File: config.mk
export PLATFORM = sky130hd
export DESIGN_NAME = pitch_to_hue_color_unit
export DESIGN_NICKNAME = d
export VERILOG_FILES = /design/src/rtl/pthc_pkg.sv /design/src/rtl/pitch_to_hue_color_unit.sv
export SDC_FILE = /design/constraint.sdc
export NUM_CORES = 1
export LEC_CHECK = 0
export ABC_AREA = 0
export BUFFER_PORTS_ARGS = -buffer_cell sky130_fd_sc_hd__buf_2
export CAP_MARGIN = 20
export CORE_AREA = 5 5 243 245
export DETAILED_ROUTE_END_ITERATION = 7
export DIE_AREA = 0 0 248 250
export SYNTH_ARGS = -nofsm -noshare
export SYNTH_HDL_FRONTEND = slang
export SYNTH_SLANG_ARGS = --single-unit
File: constraint.sdc
create_clock -name clk -period 11 [get_ports clk]
set_clock_uncertainty 0.05 [all_clocks]
set_input_delay 1.65 -clock clk [delete_from_list [all_inputs] [get_ports clk]]
set_output_delay 1.65 -clock clk [all_outputs]
set_load 0.005 [all_outputs]
File: src/rtl/pthc_pkg.sv
// Package for the pitch to hue color unit.
// Holds the fixed-point formats, the log2 segment table and the hue sector codes.
// It depends on nothing else.
`default_nettype none
package pthc_pkg;

  localparam int PITCH_W = 24;
  localparam int COLOR_W = 24;
  localparam int CHAN_W = 8;
  localparam int PITCH_FRAC_BITS = 8;
  localparam int LOG_FRAC_BITS = 16;

  localparam int LEAD_W = 5;
  localparam int SEG_BITS = 4;
  localparam int REM_BITS = 19;
  localparam int TAB_FRAC = 16;
  localparam int TAB_W = 17;
  localparam int DIFF_W = 13;
  localparam int PROD_W = DIFF_W + REM_BITS;

  localparam int LSH = (LOG_FRAC_BITS >= TAB_FRAC) ? LOG_FRAC_BITS - TAB_FRAC : 0;
  localparam int RSH = (LOG_FRAC_BITS >= TAB_FRAC) ? 0 : TAB_FRAC - LOG_FRAC_BITS;
  localparam int VSH_W = TAB_W + LSH;
  localparam int HUE_W = LOG_FRAC_BITS + 3;
  localparam int SECTOR_W = 3;

  localparam int VAL2_X255 = 459;
  localparam int RISE_PROD_W = LOG_FRAC_BITS + 9;
  localparam int FALL_PROD_W = LOG_FRAC_BITS + 10;
  localparam logic [CHAN_W-1:0] FULL_LEVEL = 8'd229;

  localparam logic [PITCH_W-1:0] ONE_HZ = PITCH_W'(1) << PITCH_FRAC_BITS;

  localparam logic [SECTOR_W-1:0] SEC_RED_GREEN_UP = 3'd0;
  localparam logic [SECTOR_W-1:0] SEC_GREEN_RED_DN = 3'd1;
  localparam logic [SECTOR_W-1:0] SEC_GREEN_BLUE_UP = 3'd2;
  localparam logic [SECTOR_W-1:0] SEC_BLUE_GREEN_DN = 3'd3;
  localparam logic [SECTOR_W-1:0] SEC_BLUE_RED_UP = 3'd4;

  // log2(1 + k/16) in unsigned Q1.16, with the end point 1.0 at k = 16.
  function automatic logic [TAB_W-1:0] log_seg(input logic [SEG_BITS:0] k);
    logic [TAB_W-1:0] t;
    case (k)
      5'd0: t = 17'd0;
      5'd1: t = 17'd5732;
      5'd2: t = 17'd11136;
      5'd3: t = 17'd16248;
      5'd4: t = 17'd21098;
      5'd5: t = 17'd25711;
      5'd6: t = 17'd30109;
      5'd7: t = 17'd34312;
      5'd8: t = 17'd38336;
      5'd9: t = 17'd42196;
      5'd10: t = 17'd45904;
      5'd11: t = 17'd49472;
      5'd12: t = 17'd52911;
      5'd13: t = 17'd56229;
      5'd14: t = 17'd59434;
      5'd15: t = 17'd62534;
      default: t = 17'd65536;
    endcase
    return t;
  endfunction

endpackage
`default_nettype wire

File: src/rtl/pitch_to_hue_color_unit.sv
// Top level of the pitch to hue color unit: a six-stage pipeline from pitch to RGB color.
// It depends on pthc_pkg for formats, the log2 table and the sector codes.
// One pitch is taken every cycle unless the pipeline is stalled back to the input.
// The rate is set by the pipeline stages; each stage holds while the one after it is full
// and stalled, and empty stages are filled even while the output waits.
// Reset is synchronous and clears every stage valid bit; payload registers are not reset.
`default_nettype none
module pitch_to_hue_color_unit (
  input  wire logic                        clk,
  input  wire logic                        rst,
  input  wire logic                        s_axis_tvalid,
  output logic                             s_axis_tready,
  input  wire logic [pthc_pkg::PITCH_W-1:0] s_axis_tdata,  // [23:0] pitch_hz
  output logic                             m_axis_tvalid,
  input  wire logic                        m_axis_tready,
  output logic [pthc_pkg::COLOR_W-1:0]     m_axis_tdata,  // [23:0] packed_color
  output logic [0:0]                       m_axis_tuser   // [0] pitch_valid
);
  import pthc_pkg::*;

  logic v1, v2, v3, v4, v5, v6;
  logic en1, en2, en3, en4, en5, en6;

  logic [PITCH_W-1:0] p1;
  logic [LEAD_W-1:0] lead1;
  logic ok1;
  logic [SEG_BITS-1:0] idx2;
  logic [REM_BITS-1:0] rem2;
  logic ok2;
  logic [TAB_FRAC-1:0] t0_3;
  logic [PROD_W-1:0] prod3;
  logic ok3;
  logic [HUE_W-1:0] h4;
  logic ok4;
  logic [SECTOR_W-1:0] sector5;
  logic [CHAN_W-1:0] rise5, fall5;
  logic ok5;

  logic [LEAD_W-1:0] lead_next;
  logic [PITCH_W-1:0] norm;
  logic [TAB_W-1:0] t0, t1;
  logic [DIFF_W-1:0] diff;
  logic [TAB_W-1:0] v16;
  logic [LOG_FRAC_BITS-1:0] vl;
  logic [LOG_FRAC_BITS-1:0] frac;
  logic [LOG_FRAC_BITS:0] one_minus;
  logic [RISE_PROD_W-1:0] rise_prod;
  logic [FALL_PROD_W-1:0] fall_prod;
  logic [CHAN_W-1:0] r, g, b;

  assign en6 = !v6 || m_axis_tready;
  assign en5 = !v5 || en6;
  assign en4 = !v4 || en5;
  assign en3 = !v3 || en4;
  assign en2 = !v2 || en3;
  assign en1 = !v1 || en2;
  assign s_axis_tready = en1;
  assign m_axis_tvalid = v6;

  always_comb begin
    lead_next = '0;
    for (int i = 0; i < PITCH_W; i++) begin
      if (s_axis_tdata[i]) begin
        lead_next = LEAD_W'(i);
      end
    end
  end

  always_comb begin
    norm = p1 << (LEAD_W'(PITCH_W - 1) - lead1);
    t0 = log_seg({1'b0, idx2});
    t1 = log_seg({1'b0, idx2} + (SEG_BITS + 1)'(1));
    diff = DIFF_W'(t1 - t0);
    v16 = {1'b0, t0_3} + TAB_W'(prod3[PROD_W-1:REM_BITS]);
    vl = LOG_FRAC_BITS'((VSH_W'(v16) << LSH) >> RSH);
    frac = h4[LOG_FRAC_BITS-1:0];
    one_minus = ((LOG_FRAC_BITS + 1)'(1) << LOG_FRAC_BITS) - {1'b0, frac};
    rise_prod = RISE_PROD_W'(VAL2_X255) * RISE_PROD_W'(frac);
    fall_prod = FALL_PROD_W'(VAL2_X255) * FALL_PROD_W'(one_minus);
  end

  always_comb begin
    unique case (sector5)
      SEC_RED_GREEN_UP: begin
        r = FULL_LEVEL; g = rise5; b = '0;
      end
      SEC_GREEN_RED_DN: begin
        r = fall5; g = FULL_LEVEL; b = '0;
      end
      SEC_GREEN_BLUE_UP: begin
        r = '0; g = FULL_LEVEL; b = rise5;
      end
      SEC_BLUE_GREEN_DN: begin
        r = '0; g = fall5; b = FULL_LEVEL;
      end
      SEC_BLUE_RED_UP: begin
        r = rise5; g = '0; b = FULL_LEVEL;
      end
      default: begin
        r = FULL_LEVEL; g = '0; b = fall5;
      end
    endcase
  end

  always_ff @(posedge clk) begin
    if (rst) begin
      v1 <= 1'b0;
      v2 <= 1'b0;
      v3 <= 1'b0;
      v4 <= 1'b0;
      v5 <= 1'b0;
      v6 <= 1'b0;
    end else begin
      if (en1) v1 <= s_axis_tvalid;
      if (en2) v2 <= v1;
      if (en3) v3 <= v2;
      if (en4) v4 <= v3;
      if (en5) v5 <= v4;
      if (en6) v6 <= v5;
    end
  end

  always_ff @(posedge clk) begin
    if (en1) begin
      p1 <= s_axis_tdata;
      lead1 <= lead_next;
      ok1 <= s_axis_tdata >= ONE_HZ;
    end
    if (en2) begin
      idx2 <= norm[PITCH_W-2 -: SEG_BITS];
      rem2 <= norm[REM_BITS-1:0];
      ok2 <= ok1;
    end
    if (en3) begin
      t0_3 <= t0[TAB_FRAC-1:0];
      prod3 <= PROD_W'(diff) * PROD_W'(rem2);
      ok3 <= ok2;
    end
    if (en4) begin
      h4 <= HUE_W'(vl) * HUE_W'(6);
      ok4 <= ok3;
    end
    if (en5) begin
      sector5 <= h4[HUE_W-1:LOG_FRAC_BITS];
      rise5 <= CHAN_W'(rise_prod >> (LOG_FRAC_BITS + 1));
      fall5 <= CHAN_W'(fall_prod >> (LOG_FRAC_BITS + 1));
      ok5 <= ok4;
    end
    if (en6) begin
      m_axis_tdata <= ok5 ? {r, g, b} : '0;
      m_axis_tuser <= ok5;
    end
  end

endmodule
`default_nettype wire

======== After elaboration in Yosys (flattened, before gate mapping) ========
Memories as Yosys holds them, arrays and structs flattened. A register that Yosys moved wholly into a read port is not among the register bits.
Index checks and enable logic that the tools add are counted.
word-level totals
  logic and storage cells ................. 90
  register bits after elaboration ......... 173
  bits in writable memories ............... 0
  ROM bits ................................ 512
  output and inout bits ................... 27
  bits in latches ......................... 0
  memories kept ........................... 2
memories
  name              words  bits a word  read ports  clocked after Yosys merged registers in  write ports  line            source
  (name not given)  16     16           1           1                                        0            pthc_pkg.sv:43  case (k)
  (name not given)  16     16           1           0                                        0            pthc_pkg.sv:43
cells by class
  reductions and logical operators ........ 20
  bitwise logic cells ..................... 0
  divide/modulo/power cells ............... 0
  $add $sub $neg .......................... 5
  eq/ne operators ......................... 4
  shift operators ......................... 1
  multiplexer cells ....................... 27
  multiply operators ...................... 4
  $lt $le $gt $ge ......................... 1
operator list
  operator                count
  $pmux 8 s3              3
  $mux 5                  10
  $mul 13x19->32          1
  $mul 9x17->25 const A   1
  $ge 24x9->1 const B     1
  $mul 9x15->24 const A   1
  $shl 24x5->23           1
  $mul 16x2->18 const B   1
  $mux 3                  6
  $sub 17x16->17 const A  1
  $add 16x13->16          1
  $mux 13                 1
  $sub 13x13->13          1
  $reduce_or 2->1         5
  $mux 2                  4
  $reduce_or 8->1         1
  $eq 3x2->1 const B      2
  $logic_not 1->1         6
  $logic_or 1x1->1        6
  $add 4x1->5 const B     1
  $sub 5x5->5 const A     1
  $mux 4                  1
  $reduce_or 4->1         1
  $eq 3x1->1 const B      1
  3 further kinds         4

======== Logic depth before layout (Yosys ltp) ========
  depth in word-level cells ............... 22
  depth in mapped cells ................... 36

======== Worst setup path after synthesis ========
No wires, ideal clock.
  path type ............................... register to register
  start ................................... register idx2[0]
  end ..................................... register prod3[26], data pin
  setup slack ............................. 2.386 ns
  required time ........................... 10.692 ns
  arrival ................................. 8.307 ns
  stages on the path, launching flop included .. 34
  library setup time ...................... 0.258 ns
  buffers on the path ..................... 1
  period minus slack after synthesis ...... 8.614 ns
  path through ............................ edfxtp_1 > ha_1 > xnor2_1 > clkinv_1 > a21oi_1 > nand3_1 > a21oi_1 > a2111oi_0 > ha_1 > nand2b_1 > a21boi_0 > o21ai_0 > a21oi_1 > o31a_1 > o2111a_1 > a211oi_2 > clkbuf_1 > nor2b_1 > fa_1 > fa_1 > fa_1 > fa_1 > inv_1 > fa_1 > inv_1 > ha_1 > a21o_1 > a21o_1 > a21oi_1 > o22ai_1 > or3_1 > a21o_1 > a21oi_1 > xnor2_1
between the ends
  word-level cells in the longest chain between the ends .. 5
RTL lines
  item                    line                            source
  start, declared         pitch_to_hue_color_unit.sv:27   logic [SEG_BITS-1:0] idx2;
  start signal, assigned  pitch_to_hue_color_unit.sv:130  idx2 <= norm[PITCH_W-2 -: SEG_BITS];
  $add 4x1->5 (*)         pitch_to_hue_color_unit.sv:72   t1 = log_seg({1'b0, idx2} + (SEG_BITS + 1)'(1));
  $mem_v2 16x16           n/a
  $mux 13 (*)             pthc_pkg.sv:43
  $sub 13x13->13 (*)      pitch_to_hue_color_unit.sv:73   diff = DIFF_W'(t1 - t0);
  $mul 13x19->32 (*)      pitch_to_hue_color_unit.sv:136  prod3 <= PROD_W'(diff) * PROD_W'(rem2);
  end signal, assigned    pitch_to_hue_color_unit.sv:136
  end, declared           pitch_to_hue_color_unit.sv:31   logic [PROD_W-1:0] prod3;
Every way passes the cells marked *; elsewhere a longest branch is shown, timed or not.
A chain may end at the register's enable or synchronous reset.

======== Worst setup path after layout ========
  start ................................... register idx2[0]
  end ..................................... register prod3[22], data pin
The elaborated chain is that of the path after synthesis.

==> run metrics <==
status complete, no violations; Synth area leaders fa_1 25%, edfxtp_1 20%, ha_1 16%; Seq/Total Area, Yosys 21.8%; Final period util 90.0%; maximum clock path buffer count 2; CP startpoint kind flop; EDFF count, synth 147; Slew Limit Headroom 30.4%; Crit-path slowest cell xnor2_2; port bufs 54; WL per Instance 15.2 um; setup TNS 0 ns; First DRT Iteration DRCs 798; prevailing post-synth register cell edfxtp_1; layout cell share with drive strength beyond 1 under 10%; Mapped Cells 2,203; vias in the first global route 16,087; Site Rows 88; top cell type's share of synthesized area 25.5%; Crit path largest cell delay 0.81 ns; Avg Cell Area, Syn around 10 um2; CTS tree done; post-synthesis sequential element count roughly 170; CTS Hold Buffers Added 0; Tmin final 9.90 ns; drt via density 5.04; initial antenna violation count 0; Peak Freq 0.101 GHz; post-synthesis cell area 0.0223 mm2; Post-CTS Setup Inserts 0; Initial Utilization 39.2%; setup violators final 0; final hold vios 0; syn nets 2,797; layout overhead on the synthesized area 7.19%; total CTS buffers 17; Ant. Diodes 0; H-tree levels 4; largest net degree at the start of global routing 42; core footprint 0.0569 mm2; CP endpoint kind flop; # fillers 5,426; DIE AREA 0.0620 mm2; RSZ-0062 raised after global routing no; clk_lat worst skew 0.47 ns; CTS resizes 0; Layout Nets 2,813; vias post-DR approximately 15,000; Critical Path RT 11.16 ns; type of the tightest min-delay check reg -> reg; hpwl dp 37.2 mm; Worst Path Arrival 10.06 ns; CP Class reg -> reg; Synth area leader fa_1; CTS root buf clkbuf_16; Routed Antenna Nets 0; drt pass-1 iters 5; Total GRT Usage between 10% and 20%; first-pass GRT wire length 78.3 mm; CTS clock-pin slew for the worst setup and hold paths 0.07 ns; # DRC 0; I/O pins 55; clock sinks 169; GR Overflow Total 0; Die Ht 250 um; max-cap viol count 0; GP Congestion 0.845; FFs w/ async S/R, synth 0%; synth unique cells 85; measured slew at the worst slew-check pin 1.04 ns; Critical Path Fanout Max 19; Routed WL 45.5 mm; Final Max Tran Viols 0; Syn. warnings 0; Die W 248 um
[routing by layer]
metal | up-vias | global-route usage (%) | wire length, um
li1 | 7327 | - | -
met1 | 7490 | 19.9 | 20600
met2 | 245 | 27.2 | 22800
met3 | 48 | 2.13 | 1430
met4 | 0 | 3.20 | 658
met5 | - | 0 | 0
[final cells by class]
class	instances	area, um2	share of cell area [%]
well taps	765	957	4.00
multi-input cells	1580	15700	65.7
flip-flops and latches	169	4850	20.3
clock inverters	15	155	0.649
inverters	383	1440	6.02
repair buffers	68	375	1.57
clock buffers	17	425	1.78
[cell usage in the layout, fill, tap and decap left out, types with 29 or more instances in the layout]
| master | synthesis | routed |
|---|---|---|
| a211oi_1 | 29 | 29 |
| a21oi_1 | 79 | 79 |
| and2_1 | 53 | 53 |
| buf_2 | 7 | 54 |
| edfxtp_1 | 147 | 147 |
| fa_1 | 284 | 284 |
| ha_1 | 282 | 282 |
| inv_1 | 379 | 379 |
| nand2_1 | 214 | 214 |
| nand2b_1 | 54 | 54 |
| nor2_1 | 98 | 97 |
| nor2b_1 | 53 | 53 |
| nor3_1 | 32 | 32 |
| o21ai_0 | 49 | 49 |
| xnor2_1 | 62 | 61 |
[per-stage QoR]
| stage | setup slack (ns) | utilization (%) | hold slack, ns | area [um2] | instances |
|---|---|---|---|---|---|
| after global routing | 0.266 | 42.0 | 0.373 | 23900 | 2997 |
| final | 1.10 | 42.0 | 0.358 | 23900 | 2997 |
| after floorplan | 2.39 | - | 0.336 | 22300 | 2203 |
| after global placement | 1.51 | 41.0 | 0.341 | 23300 | 2965 |
| after detailed placement | 1.08 | 41.0 | 0.344 | 23300 | 2965 |
| after CTS | 1.09 | 42.0 | 0.363 | 23900 | 2997 |
[cell usage after synthesis, types with 14 or more instances]
cell and count:
nand2b_1 54, clkbuf_1 55, and3_1 14, o21ai_0 49, edfxtp_1 147, dfxtp_1 22
a21o_1 15, xnor2_1 62, nand3_1 20, xor2_1 18, mux2i_1 25, and2_1 53
nand2_1 214, nor3_1 32, nor2_1 98, ha_1 282, fa_1 284, nor2b_1 53
a21oi_1 79, inv_1 379, a211oi_1 29
[final timing paths]
| path | slack (ns) | startpoint | to | cells past startpoint |
|---|---|---|---|---|
| max | 1.10 | idx2[0] | prod3[22] | 32 |
| min | 0.36 | t0[14] | t0_3[14] | 0 |
| max reg2reg | 1.10 | idx2[0] | prod3[22] | 32 |
| min reg2reg | 0.36 | t0[14] | t0_3[14] | 0 |
[cells by family after synthesis]
logic type / count (synthesis) / synth area share, %
AOI/OAI and AO/OA: 292 / 8.85
xor gates and xnor gates: 81 / 3.25
adders and majority gates: 566 / 41.3
buffers and inverters: 454 / 7.96
DFF: 169 / 21.8
muxes: 61 / 4.24
and+or+nand+nor: 580 / 12.6
[sequential cells by signal (all words and copies together) (netlist names), 5 cells and up]
signal        count
h4               18
prod3            13
fall5             8
rem2             19
t0               16
t0_3             16
lead1             5
rise5             8
p1               23
m_axis_tdata     24
[worst max-delay path, delay by kind of cell, from the launching register on]
family / cells / cell delay (ns)
buffers and inverters: 4 / 0.50
AOI/OAI and AO/OA: 15 / 3.30
adders and majority gates: 8 / 3.55
xor gates and xnor gates: 2 / 1.28
DFF: 1 / 0.60
and+or+nand+nor: 3 / 0.36
Power is left out: the tool's default activity adds up to more than one toggle a clock period on the data nets, which glitch-free logic cannot reach.
